`config.mk`:
```
export PLATFORM = sky130hd
export DESIGN_NAME = module_health_fault_monitor_unit
export DESIGN_NICKNAME = d
export VERILOG_FILES = /design/src/rtl/mhfm_pkg.sv /design/src/rtl/module_health_fault_monitor_unit.sv /design/src/rtl/mhfm_serial_sub.sv /design/src/rtl/mhfm_serial_div.sv /design/src/rtl/mhfm_health.sv
export VERILOG_INCLUDE_DIRS = /design/src /design/src/rtl
export SDC_FILE = /design/constraint.sdc
export NUM_CORES = 2
export LEC_CHECK = 0
export BUFFER_PORTS_ARGS = -buffer_cell sky130_fd_sc_hd__clkbuf_2
export CORE_UTILIZATION = 40
export CTS_CLUSTER_DIAMETER = 40
export DETAILED_ROUTE_END_ITERATION = 7
export PLACE_DENSITY = 0.69
export SETUP_SLACK_MARGIN = 0.1
export SYNTH_ARGS = -nofsm -noshare
export SYNTH_HDL_FRONTEND = slang
export SYNTH_SLANG_ARGS = --single-unit
```
`constraint.sdc`:
```
create_clock -name clk -period 8.39 [get_ports clk]
set_input_delay 1.678 -clock clk [delete_from_list [all_inputs] [get_ports clk]]
set_output_delay 1.678 -clock clk [all_outputs]
set_load 0.02 [all_outputs]
```
`src/rtl/module_health_fault_monitor_unit_macros.svh`:
```
// Assertion macros for the health and fault monitor; they are empty when SYNTHESIS is defined.
`ifndef MODULE_HEALTH_FAULT_MONITOR_UNIT_MACROS_SVH
`define MODULE_HEALTH_FAULT_MONITOR_UNIT_MACROS_SVH
`ifndef SYNTHESIS
// The property must hold in the same cycle as the condition.
`define MHFM_ASSERT_IMP(name, cond, prop) \
    name: assert property (@(posedge clk) disable iff (!rst_n) (cond) |-> (prop)) \
        else $error("health monitor assertion failed");
// The property must hold in the cycle after the condition.
`define MHFM_ASSERT_NXT(name, cond, prop) \
    name: assert property (@(posedge clk) disable iff (!rst_n) (cond) |=> (prop)) \
        else $error("health monitor assertion failed");
`else
`define MHFM_ASSERT_IMP(name, cond, prop)
`define MHFM_ASSERT_NXT(name, cond, prop)
`endif
`endif

```
`src/rtl/mhfm_pkg.sv`:
```
// Shared types, widths and codes of the health and fault monitor.
package mhfm_pkg;

    // Field widths
    localparam int BYTES_W    = 64;
    localparam int TIME_W     = 32;
    localparam int COUNT_W    = 32;
    localparam int CODE_W     = 4;
    localparam int PCT_W      = 8;
    localparam int THR_W      = 7;
    localparam int SEL_W      = 2;
    localparam int SEV_W      = 2;
    localparam int CFG_IDX_W  = 2;
    localparam int LEVEL_W    = 2;
    localparam int FAULT_W    = 3;

    // Module table
    localparam int MODULE_COUNT_DEF = 3;
    localparam int STORAGE_INDEX    = 2;

    // Usage percent division: dividend is used bytes scaled by one hundred
    localparam int PCT_SCALE   = 100;
    localparam int SCALE_W     = 7;
    localparam int DIVIDEND_W  = BYTES_W + SCALE_W;
    localparam int DIV_STEPS   = DIVIDEND_W;
    localparam int STEP_CNT_W  = $clog2(DIV_STEPS);
    localparam int SUB_CNT_W   = $clog2(BYTES_W + 1);

    // Module status
    typedef enum logic [1:0] {
        ST_OK,
        ST_WARNING,
        ST_FAILED
    } status_t;

    // Report severities (the fourth code changes nothing)
    localparam logic [SEV_W-1:0] SEV_OK      = 2'd0;
    localparam logic [SEV_W-1:0] SEV_WARNING = 2'd1;
    localparam logic [SEV_W-1:0] SEV_FAILURE = 2'd2;

    // Commands
    localparam logic CMD_REPORT  = 1'b0;
    localparam logic CMD_STORAGE = 1'b1;

    // Configuration register indexes
    localparam logic [CFG_IDX_W-1:0] REG_WARN     = 2'd0;
    localparam logic [CFG_IDX_W-1:0] REG_CRITICAL = 2'd1;
    localparam logic [CFG_IDX_W-1:0] REG_FULL     = 2'd2;

    // Error codes raised by the storage grading
    localparam logic [CODE_W-1:0] CODE_NONE             = 4'd0;
    localparam logic [CODE_W-1:0] CODE_CARD_FULL        = 4'd3;
    localparam logic [CODE_W-1:0] CODE_STORAGE_WARNING  = 4'd8;
    localparam logic [CODE_W-1:0] CODE_STORAGE_CRITICAL = 4'd9;

    // Threshold reset values
    localparam logic [THR_W-1:0] WARN_RESET     = 7'd80;
    localparam logic [THR_W-1:0] CRITICAL_RESET = 7'd90;
    localparam logic [THR_W-1:0] FULL_RESET     = 7'd98;

    // Storage usage bands
    localparam logic [LEVEL_W-1:0] LVL_NORMAL   = 2'd0;
    localparam logic [LEVEL_W-1:0] LVL_WARNING  = 2'd1;
    localparam logic [LEVEL_W-1:0] LVL_CRITICAL = 2'd2;
    localparam logic [LEVEL_W-1:0] LVL_FULL     = 2'd3;

    // Sequencer states
    typedef enum logic [1:0] {
        CS_IDLE,
        CS_DIVIDE,
        CS_APPLY,
        CS_DONE
    } ctrl_state_t;

    // Control of the serial arithmetic units
    typedef struct packed {
        logic load;
        logic step;
    } serial_ctrl_t;

    // Latched transaction fields used when the tables are updated
    typedef struct packed {
        logic              cmd;
        logic [SEL_W-1:0]  sel;
        logic [SEV_W-1:0]  sev;
        logic [CODE_W-1:0] code;
        logic [TIME_W-1:0] now;
        logic              total_zero;
    } item_t;

    // Usage thresholds
    typedef struct packed {
        logic [THR_W-1:0] warn;
        logic [THR_W-1:0] critical;
        logic [THR_W-1:0] full;
    } thresh_t;

endpackage

```
`src/rtl/module_health_fault_monitor_unit.sv`:
```
// Health and fault monitor top level: command port, threshold registers and sequencer.
// A report goes from the accepting edge through the APPLY and DONE states; a storage update
// first runs, in DIVIDE, the 71-step bit-serial division that forms the usage percent.
// A new transaction is taken once busy falls; none is taken while one is in progress.
// Reset (rst_n low, asynchronous) clears all tables and loads thresholds of 80, 90 and 98.
// Each result is shown for one cycle under the done strobe; the receiver cannot stall.
`include "module_health_fault_monitor_unit_macros.svh"
module module_health_fault_monitor_unit #(
    parameter int MODULE_COUNT = mhfm_pkg::MODULE_COUNT_DEF
) (
    input  logic                             clk,
    input  logic                             rst_n,
    input  logic                             start,
    output logic                             busy,
    output logic                             done,
    input  logic                             cfg_we,
    input  logic [mhfm_pkg::CFG_IDX_W-1:0]   cfg_index,
    input  logic [mhfm_pkg::THR_W-1:0]       cfg_data,
    input  logic                             command,
    input  logic [mhfm_pkg::SEL_W-1:0]       module_sel,
    input  logic [mhfm_pkg::SEV_W-1:0]       severity,
    input  logic [mhfm_pkg::CODE_W-1:0]      error_code,
    input  logic [mhfm_pkg::TIME_W-1:0]      now_ms,
    input  logic [mhfm_pkg::BYTES_W-1:0]     total_bytes,
    input  logic [mhfm_pkg::BYTES_W-1:0]     used_bytes,
    output logic [1:0]                       module_status,
    output logic [mhfm_pkg::CODE_W-1:0]      last_error,
    output logic [mhfm_pkg::COUNT_W-1:0]     error_count,
    output logic [mhfm_pkg::TIME_W-1:0]      last_ok_ms,
    output logic [mhfm_pkg::FAULT_W-1:0]     fault_bits,
    output logic                             any_warning,
    output logic                             any_failure,
    output logic                             all_healthy,
    output logic [mhfm_pkg::PCT_W-1:0]       usage_percent,
    output logic [mhfm_pkg::BYTES_W-1:0]     free_bytes,
    output logic [mhfm_pkg::LEVEL_W-1:0]     storage_level
);
    import mhfm_pkg::*;

    ctrl_state_t            state_reg;
    ctrl_state_t            state_next;
    logic [STEP_CNT_W-1:0]  step_cnt_reg;
    logic [STEP_CNT_W-1:0]  step_cnt_next;
    thresh_t                thr_reg;
    item_t                  item_reg;
    serial_ctrl_t           serial_ctrl;
    logic                   accept;
    logic                   apply;
    logic [PCT_W-1:0]       div_pct;
    logic [BYTES_W-1:0]     sub_free;

    assign busy   = (state_reg != CS_IDLE);
    assign done   = (state_reg == CS_DONE);
    assign accept = start && !busy;
    assign apply  = (state_reg == CS_APPLY);

    assign serial_ctrl.load = accept;
    assign serial_ctrl.step = (state_reg == CS_DIVIDE);

    // Threshold registers.
    always_ff @(posedge clk or negedge rst_n)
    begin
        if (!rst_n)
        begin
            thr_reg.warn     <= WARN_RESET;
            thr_reg.critical <= CRITICAL_RESET;
            thr_reg.full     <= FULL_RESET;
        end
        else if (cfg_we)
        begin
            unique case (cfg_index)
                REG_WARN:     thr_reg.warn     <= cfg_data;
                REG_CRITICAL: thr_reg.critical <= cfg_data;
                REG_FULL:     thr_reg.full     <= cfg_data;
                default:
                begin
                end
            endcase
        end
    end

    // Transaction fields are held until the result has been shown.
    always_ff @(posedge clk)
    begin
        if (accept)
        begin
            item_reg.cmd        <= command;
            item_reg.sel        <= module_sel;
            item_reg.sev        <= severity;
            item_reg.code       <= error_code;
            item_reg.now        <= now_ms;
            item_reg.total_zero <= (total_bytes == '0);
        end
    end

    // Sequencer state register.
    always_ff @(posedge clk or negedge rst_n)
    begin
        if (!rst_n)
        begin
            state_reg    <= CS_IDLE;
            step_cnt_reg <= '0;
        end
        else
        begin
            state_reg    <= state_next;
            step_cnt_reg <= step_cnt_next;
        end
    end

    // Sequencer next state: updates run the division, reports go straight to the tables.
    always_comb
    begin
        state_next    = state_reg;
        step_cnt_next = step_cnt_reg;
        unique case (state_reg)
            CS_IDLE:
            begin
                if (accept)
                begin
                    step_cnt_next = STEP_CNT_W'(DIV_STEPS - 1);
                    state_next    = (command == CMD_STORAGE) ? CS_DIVIDE : CS_APPLY;
                end
            end
            CS_DIVIDE:
            begin
                if (step_cnt_reg == '0)
                begin
                    state_next = CS_APPLY;
                end
                else
                begin
                    step_cnt_next = step_cnt_reg - 1'b1;
                end
            end
            CS_APPLY:
            begin
                state_next = CS_DONE;
            end
            CS_DONE:
            begin
                state_next = CS_IDLE;
            end
            default:
            begin
                state_next = CS_IDLE;
            end
        endcase
    end

    // Serial arithmetic for the storage update.
    mhfm_serial_div u_div (
        .clk   (clk),
        .ctrl  (serial_ctrl),
        .total (total_bytes),
        .used  (used_bytes),
        .pct   (div_pct)
    );

    mhfm_serial_sub u_sub (
        .clk   (clk),
        .rst_n (rst_n),
        .ctrl  (serial_ctrl),
        .total (total_bytes),
        .used  (used_bytes),
        .free  (sub_free)
    );

    // Health tables and result fields.
    mhfm_health #(
        .MODULE_COUNT (MODULE_COUNT)
    ) u_health (
        .clk           (clk),
        .rst_n         (rst_n),
        .apply         (apply),
        .item          (item_reg),
        .pct           (div_pct),
        .free          (sub_free),
        .thr           (thr_reg),
        .module_status (module_status),
        .last_error    (last_error),
        .error_count   (error_count),
        .last_ok_ms    (last_ok_ms),
        .fault_bits    (fault_bits),
        .any_warning   (any_warning),
        .any_failure   (any_failure),
        .all_healthy   (all_healthy),
        .usage_percent (usage_percent),
        .free_bytes    (free_bytes),
        .storage_level (storage_level)
    );

    // Checks on the sequencer and on the health summary.
    `MHFM_ASSERT_NXT(a_accept_busy, accept, busy)
    `MHFM_ASSERT_NXT(a_done_single, done, !done)
    `MHFM_ASSERT_NXT(a_divide_exit, (state_reg == CS_DIVIDE) && (step_cnt_reg == '0), apply)
    `MHFM_ASSERT_IMP(a_healthy_status, all_healthy, !any_failure && !any_warning)

endmodule

```
`src/rtl/mhfm_serial_sub.sv`:
```
// Bit-serial subtractor that forms the free bytes, floored at zero.
module mhfm_serial_sub (
    input  logic                           clk,
    input  logic                           rst_n,
    input  mhfm_pkg::serial_ctrl_t         ctrl,
    input  logic [mhfm_pkg::BYTES_W-1:0]   total,
    input  logic [mhfm_pkg::BYTES_W-1:0]   used,
    output logic [mhfm_pkg::BYTES_W-1:0]   free
);
    import mhfm_pkg::*;

    logic [BYTES_W-1:0]   total_sr_reg;
    logic [BYTES_W-1:0]   used_sr_reg;
    logic [BYTES_W-1:0]   diff_sr_reg;
    logic                 borrow_reg;
    logic                 borrow_next;
    logic                 diff_bit;
    logic [SUB_CNT_W-1:0] cnt_reg;

    // One full-subtractor cell, least significant bit first.
    assign diff_bit    = total_sr_reg[0] ^ used_sr_reg[0] ^ borrow_reg;
    assign borrow_next = (~total_sr_reg[0] & used_sr_reg[0])
                       | (~(total_sr_reg[0] ^ used_sr_reg[0]) & borrow_reg);

    // Bit counter: the operands are shifted exactly once per bit.
    always_ff @(posedge clk or negedge rst_n)
    begin
        if (!rst_n)
        begin
            cnt_reg <= '0;
        end
        else if (ctrl.load)
        begin
            cnt_reg <= SUB_CNT_W'(BYTES_W);
        end
        else if (ctrl.step && (cnt_reg != '0))
        begin
            cnt_reg <= cnt_reg - 1'b1;
        end
    end

    // Operand and difference shift registers.
    always_ff @(posedge clk)
    begin
        if (ctrl.load)
        begin
            total_sr_reg <= total;
            used_sr_reg  <= used;
            borrow_reg   <= 1'b0;
        end
        else if (ctrl.step && (cnt_reg != '0))
        begin
            total_sr_reg <= total_sr_reg >> 1;
            used_sr_reg  <= used_sr_reg >> 1;
            diff_sr_reg  <= {diff_bit, diff_sr_reg[BYTES_W-1:1]};
            borrow_reg   <= borrow_next;
        end
    end

    // A final borrow means the used bytes exceed the total.
    assign free = borrow_reg ? '0 : diff_sr_reg;

endmodule

```
`src/rtl/mhfm_serial_div.sv`:
```
// Restoring divider, one quotient bit per cycle while ctrl.step is high, giving the saturated usage percent.
module mhfm_serial_div (
    input  logic                           clk,
    input  mhfm_pkg::serial_ctrl_t         ctrl,
    input  logic [mhfm_pkg::BYTES_W-1:0]   total,
    input  logic [mhfm_pkg::BYTES_W-1:0]   used,
    output logic [mhfm_pkg::PCT_W-1:0]     pct
);
    import mhfm_pkg::*;

    logic [DIVIDEND_W-1:0] dividend_reg;
    logic [BYTES_W-1:0]    divisor_reg;
    logic [BYTES_W-1:0]    rem_reg;
    logic [BYTES_W-1:0]    rem_next;
    logic [PCT_W-1:0]      quo_reg;
    logic                  sat_reg;
    logic [BYTES_W:0]      trial;
    logic [BYTES_W:0]      trial_diff;
    logic                  fits;

    // Bring down the next dividend bit and try to subtract the divisor.
    always_comb
    begin
        trial      = {rem_reg, dividend_reg[DIVIDEND_W-1]};
        trial_diff = trial - {1'b0, divisor_reg};
        fits       = trial >= {1'b0, divisor_reg};
        rem_next   = fits ? trial_diff[BYTES_W-1:0] : trial[BYTES_W-1:0];
    end

    // Quotient bits shifted out of the top byte mark saturation.
    always_ff @(posedge clk)
    begin
        if (ctrl.load)
        begin
            dividend_reg <= DIVIDEND_W'(used) * DIVIDEND_W'(PCT_SCALE);
            divisor_reg  <= total;
            rem_reg      <= '0;
            quo_reg      <= '0;
            sat_reg      <= 1'b0;
        end
        else if (ctrl.step)
        begin
            dividend_reg <= {dividend_reg[DIVIDEND_W-2:0], 1'b0};
            rem_reg      <= rem_next;
            quo_reg      <= {quo_reg[PCT_W-2:0], fits};
            sat_reg      <= sat_reg | quo_reg[PCT_W-1];
        end
    end

    assign pct = sat_reg ? '1 : quo_reg;

endmodule

```
`src/rtl/mhfm_health.sv`:
```
// Health tables of the monitored modules, their update rules and the result fields.
module mhfm_health #(
    parameter int MODULE_COUNT = mhfm_pkg::MODULE_COUNT_DEF
) (
    input  logic                           clk,
    input  logic                           rst_n,
    input  logic                           apply,
    input  mhfm_pkg::item_t                item,
    input  logic [mhfm_pkg::PCT_W-1:0]     pct,
    input  logic [mhfm_pkg::BYTES_W-1:0]   free,
    input  mhfm_pkg::thresh_t              thr,
    output logic [1:0]                     module_status,
    output logic [mhfm_pkg::CODE_W-1:0]    last_error,
    output logic [mhfm_pkg::COUNT_W-1:0]   error_count,
    output logic [mhfm_pkg::TIME_W-1:0]    last_ok_ms,
    output logic [mhfm_pkg::FAULT_W-1:0]   fault_bits,
    output logic                           any_warning,
    output logic                           any_failure,
    output logic                           all_healthy,
    output logic [mhfm_pkg::PCT_W-1:0]     usage_percent,
    output logic [mhfm_pkg::BYTES_W-1:0]   free_bytes,
    output logic [mhfm_pkg::LEVEL_W-1:0]   storage_level
);
    import mhfm_pkg::*;

    localparam int IDX_W = (MODULE_COUNT > 1) ? $clog2(MODULE_COUNT) : 1;
    localparam bit STORAGE_PRESENT = (STORAGE_INDEX < MODULE_COUNT);

    status_t            status_reg [MODULE_COUNT];
    logic [CODE_W-1:0]  error_reg  [MODULE_COUNT];
    logic [COUNT_W-1:0] count_reg  [MODULE_COUNT];
    logic [TIME_W-1:0]  stamp_reg  [MODULE_COUNT];
    logic [MODULE_COUNT-1:0] fault_reg;
    logic [PCT_W-1:0]   usage_reg;
    logic [BYTES_W-1:0] free_reg;

    logic              sel_in_range;
    logic              addr_valid;
    logic [IDX_W-1:0]  idx;
    status_t           cur_status;
    logic              do_ok;
    logic              do_bad;
    logic              do_clear;
    logic              do_usage;
    status_t           bad_status;
    logic [CODE_W-1:0] bad_code;
    logic [PCT_W-1:0]  warn_ext;
    logic [PCT_W-1:0]  crit_ext;
    logic [PCT_W-1:0]  full_ext;

    assign warn_ext = {1'b0, thr.warn};
    assign crit_ext = {1'b0, thr.critical};
    assign full_ext = {1'b0, thr.full};

    // Addressed module: the selected one for a report, the storage card for an update.
    assign sel_in_range = (int'(item.sel) < MODULE_COUNT);
    assign idx = (item.cmd == CMD_STORAGE) ? IDX_W'(STORAGE_INDEX) : IDX_W'(item.sel);
    assign addr_valid = (item.cmd == CMD_STORAGE) ? STORAGE_PRESENT : sel_in_range;
    assign cur_status = status_reg[idx];

    // Decode the transaction into one table action.
    always_comb
    begin
        do_ok      = 1'b0;
        do_bad     = 1'b0;
        do_clear   = 1'b0;
        do_usage   = 1'b0;
        bad_status = ST_WARNING;
        bad_code   = item.code;
        if (item.cmd == CMD_REPORT)
        begin
            if (sel_in_range)
            begin
                unique case (item.sev)
                    SEV_OK:
                    begin
                        do_ok = 1'b1;
                    end
                    SEV_WARNING:
                    begin
                        do_bad = 1'b1;
                    end
                    SEV_FAILURE:
                    begin
                        do_bad     = 1'b1;
                        bad_status = ST_FAILED;
                    end
                    default:
                    begin
                    end
                endcase
            end
        end
        else
        begin
            do_usage = 1'b1;
            if (!item.total_zero && STORAGE_PRESENT)
            begin
                if (pct >= full_ext)
                begin
                    do_bad     = 1'b1;
                    bad_status = ST_FAILED;
                    bad_code   = CODE_CARD_FULL;
                end
                else if (pct >= crit_ext)
                begin
                    do_bad   = 1'b1;
                    bad_code = CODE_STORAGE_CRITICAL;
                end
                else if (pct >= warn_ext)
                begin
                    do_bad   = 1'b1;
                    bad_code = CODE_STORAGE_WARNING;
                end
                else if (cur_status != ST_FAILED)
                begin
                    do_clear = 1'b1;
                end
            end
        end
    end

    // Table update, one entry per transaction.
    always_ff @(posedge clk or negedge rst_n)
    begin
        if (!rst_n)
        begin
            for (int i = 0; i < MODULE_COUNT; i++)
            begin
                status_reg[i] <= ST_OK;
                error_reg[i]  <= CODE_NONE;
                count_reg[i]  <= '0;
                stamp_reg[i]  <= '0;
            end
            fault_reg <= '0;
            usage_reg <= '0;
            free_reg  <= '0;
        end
        else if (apply)
        begin
            for (int i = 0; i < MODULE_COUNT; i++)
            begin
                if (idx == IDX_W'(i))
                begin
                    if (do_ok)
                    begin
                        status_reg[i] <= ST_OK;
                        error_reg[i]  <= CODE_NONE;
                        stamp_reg[i]  <= item.now;
                        fault_reg[i]  <= 1'b0;
                    end
                    else if (do_bad)
                    begin
                        status_reg[i] <= bad_status;
                        error_reg[i]  <= bad_code;
                        count_reg[i]  <= count_reg[i] + 1'b1;
                        fault_reg[i]  <= 1'b1;
                    end
                    else if (do_clear)
                    begin
                        status_reg[i] <= ST_OK;
                        error_reg[i]  <= CODE_NONE;
                        fault_reg[i]  <= 1'b0;
                    end
                end
            end
            if (do_usage)
            begin
                usage_reg <= item.total_zero ? '0 : pct;
                free_reg  <= free;
            end
        end
    end

    // Summary of all module states.
    always_comb
    begin
        any_warning = 1'b0;
        any_failure = 1'b0;
        for (int i = 0; i < MODULE_COUNT; i++)
        begin
            if (status_reg[i] == ST_WARNING)
            begin
                any_warning = 1'b1;
            end
            if (status_reg[i] == ST_FAILED)
            begin
                any_failure = 1'b1;
            end
        end
    end

    // Usage band of the stored percent.
    always_comb
    begin
        if (usage_reg >= full_ext)
        begin
            storage_level = LVL_FULL;
        end
        else if (usage_reg >= crit_ext)
        begin
            storage_level = LVL_CRITICAL;
        end
        else if (usage_reg >= warn_ext)
        begin
            storage_level = LVL_WARNING;
        end
        else
        begin
            storage_level = LVL_NORMAL;
        end
    end

    // Fields of the addressed module read as zero when it does not exist.
    assign module_status = addr_valid ? cur_status     : 2'b00;
    assign last_error    = addr_valid ? error_reg[idx] : '0;
    assign error_count   = addr_valid ? count_reg[idx] : '0;
    assign last_ok_ms    = addr_valid ? stamp_reg[idx] : '0;
    assign fault_bits    = FAULT_W'(fault_reg);
    assign all_healthy   = (fault_reg == '0);
    assign usage_percent = usage_reg;
    assign free_bytes    = free_reg;

endmodule
```
==> impl_results.md <==
- # fillers: 9,923
- Via count: 33,400
- Cts repair resizes: 0
- Skew final: 0.0404 ns
- Final period utilization: 69.3%
- CP delay by family, top: compound AO/OA/AOI/OAI gates
- Net switching power: 7.35 mW
- CTS tree: built
- Max Cap Violations: 0
- Number of synthesized register bits: 763
- Final WL: 112,000 um
- Synthesized Nets: 4,986
- Htree depth: 4
- Worst path cell trace: clkbuf_2 -> ha_1 -> ha_1 -> inv_1 -> fa_1 -> inv_1 -> ha_1 -> o21ai_0 -> nor2_1 -> o2111ai_1 -> a211oi_1 -> o2111ai_1 -> a2111oi_0 -> o21ai_0 -> nand2b_1 -> a311o_1
- Clk Latency, worst-skew pair: 0.76 ns
- Internal power: 11.7 mW
- GR Overflow Total: 0
- Clock-pin slew on the worst setup and hold paths: 0.05 ns
- Flop pwr share: 32.5%
- Root buffer cell: clkbuf_16
- Cells taking the most area after synthesis: edfxtp_1 (25%), dfrtp_1 (18%), ha_1 (9.0%)
- Layout cells sized above 1: 16.1%
- EDFF count, synth: 367
- Peak Freq: 172 MHz
- Gate power share: 38.6%
- Sequential fraction of the synthesis area: 46.8%
- CORE AREA: 0.109 sq mm
- Post-Layout Cell Count: 6,262
- Initial core utilization: 40.4%
- Power per cell area: 369 mW/mm^2
- Fin. max-slew vios: 0
- Startpoint types: primary input
- Crit path time final: 5.81 ns
- Hpwl dp: 78,900 um
- Worst VDD drop: 0.000195 V
- First-pass GRT wire length: 181,000 um
- Slowest-stage cell, CP: a2111oi_0
- Hold Vio Cnt, Final: 0
- CP bufs+invs: 3
- Nets: 5,289
- Worst path max stage delay: 0.73 ns
- Initial drt markers: 2,565
- Most common cell on crit path: ha_1
- Top_reg_cell synth: edfxtp_1
- Die width: 333 um
- Post-CTS Hold Buffers: 0
- RSZ-0062 raised after global routing: no
- ANT nets after route: 0
- Pleak: 23.9 nW
- Net Sw Frac: 38.6%
- Synth area leader: edfxtp_1
- Outcome: completed
- Clk network pwr share: 29.0%
- # IOs: 334
- # DRC: 0
- Synth top area share: 25.1%
- Placed Instances: 6,009
- Postcts setup bufs: 0
- Worst setup EP type: flop
- PortBufs: 333
- Worst Hold Class: reg2reg
- CTS sink count: 763
- CTS max path bufs: 3
- Ys Warns: 0
- Routed len/inst: 18.0 um
- Post-Syn Area per Cell: 9.93 sq um
- FFs w/ async S/R, synth: 42.2%
- DRT Pass-1 Iters: 6
- Row count: 121
- Worst-margin pin slew: 1.13 ns
- Die outline area: 0.111 sq mm
- Gpl congestion: 0.901
- Area growth, synth to finish: 17.4%
- Die Y: 333 um
- Vias in the first global route: 33,200
- Worst slew margin: 24.5%
- Type of the worst setup path: in2reg
- Initial antenna violation count: 19
- CTS Buf Count: 133
- Setup violations, final: 0
- Crit path DAT: 6.27 ns
- Yosys cell types: 97
- Synthesized area: 0.0439 sq mm
- CP required: 8.85 ns
- Avg Vias per Cell: 5.34
- Post-Synthesis Cells: 4,427
- Post-Route Setup TNS: 0 ns
- Total global-route track usage: 20.3%
- Largest net degree at the start of global routing: 177
- Worst-path fanout max: 4
## routing by layer
| metal | part of all wire [%] | track usage, % | vias up |
|---|---|---|---|
| li1 | - | - | 16100 |
| met4 | 3.2 | 7.99 | 12 |
| met2 | 46 | 32.1 | 978 |
| met5 | 0.066 | 0 | - |
| met3 | 6.2 | 4.02 | 238 |
| met1 | 45 | 27.2 | 16000 |
## logic make-up after synthesis
logic type	synth area share (%)
adder cells (fa/ha/maj)	11.8
XOR/XNOR	4.17
AO/OA/AOI/OAI	14.3
multiplexers	4.52
flip-flops	46.8
buffers and inverters	5.30
AND/OR/NAND/NOR	13.2
## layout make-up
type	count	area [sq um]	share of cell area, %
antenna	8	20.0	0.0388
tap	1414	1770	3.43
clock buffer	163	3540	6.87
timing repair buffer	366	1940	3.75
sequential	763	20600	39.9
clock inverter	82	1080	2.10
inverter	409	1540	2.99
multi-input combinational	3057	21100	40.9
## synthesized netlist by cell type (all sizes together) (18+ instances only)
library cell	n
nand2	761
inv	409
o21ai	385
edfxtp	367
ha	316
dfrtp	313
a21oi	187
clkbuf	155
nor2	150
xnor2	146
mux2	132
a21o	111
nand3	78
a22oi	76
dfxtp	74
nand4	65
xor2	63
fa	61
and3	53
mux2i	50
buf	43
a31oi	42
nand2b	28
nor3	28
o21bai	28
o21a	24
nor4	22
and2	21
a211oi	19
nor2b	19
a311oi	18
o211ai	18
## placed cells by master, fill, tap and decap left out, types with 32 or more instances in the layout
cell and instances:
nor2_1 146, buf_4 32, nand3_1 77, mux2i_1 50, a22oi_1 75, clkbuf_16 136
a31oi_1 40, nand4_1 65, nand2_1 756, dfxtp_1 74, and3_1 53, edfxtp_1 367
o21ai_0 378, xnor2_1 146, a21oi_1 185, dfrtp_1 313, inv_1 407, a21o_1 111
ha_1 315, mux2_2 132, clkbuf_2 332, xor2_1 63, fa_1 61
## power by group through the flow
stage | sequential [mW] | combinational, mW | clock [mW]
after floorplan | 6.29 | 5.22 | 0
after global placement | 6.19 | 7.16 | 0
after detailed placement | 6.24 | 7.28 | 0
after CTS | 6.19 | 7.34 | 5.63
after global routing | 6.34 | 8.21 | 5.79
final | 6.19 | 7.35 | 5.52
## metrics by stage
step	total power [mW]	setup WS, ns	hold WS, ns	util (%)	instance area (sq um)
global route	20.3	2.42	0.443	47.4	51600
global placement	13.4	1.99	0.430	43.1	46900
floorplan	11.5	1.33	0.427	-	43900
CTS	19.2	2.72	0.442	47.4	51600
detailed placement	13.5	1.97	0.433	43.1	46900
finish	19.1	2.58	0.440	47.4	51600
## final timing paths
check,from,to,slack (ns),cells after the start
setup / recovery,used_bytes[3],u_div.dividend_reg[65]$_DFFE_PP_,2.58,16
hold / removal,u_sub.diff_sr_reg[7]$_DFFE_PP_,u_sub.diff_sr_reg[6]$_DFFE_PP_,0.44,0
setup reg to reg,u_div.divisor_reg[39]$_DFFE_PP_,u_div.rem_reg[27]$_SDFFE_PP0P_,3.95,12
hold reg to reg,u_sub.diff_sr_reg[7]$_DFFE_PP_,u_sub.diff_sr_reg[6]$_DFFE_PP_,0.44,0
max in group asynchronous,rst_n,step_cnt_reg[6]$_DFFE_PN0P_,6.02,2
min in group asynchronous,rst_n,u_health.count_reg[10]$_DFFE_PN0P_,0.90,1
(Power assumes the default switching activity.)
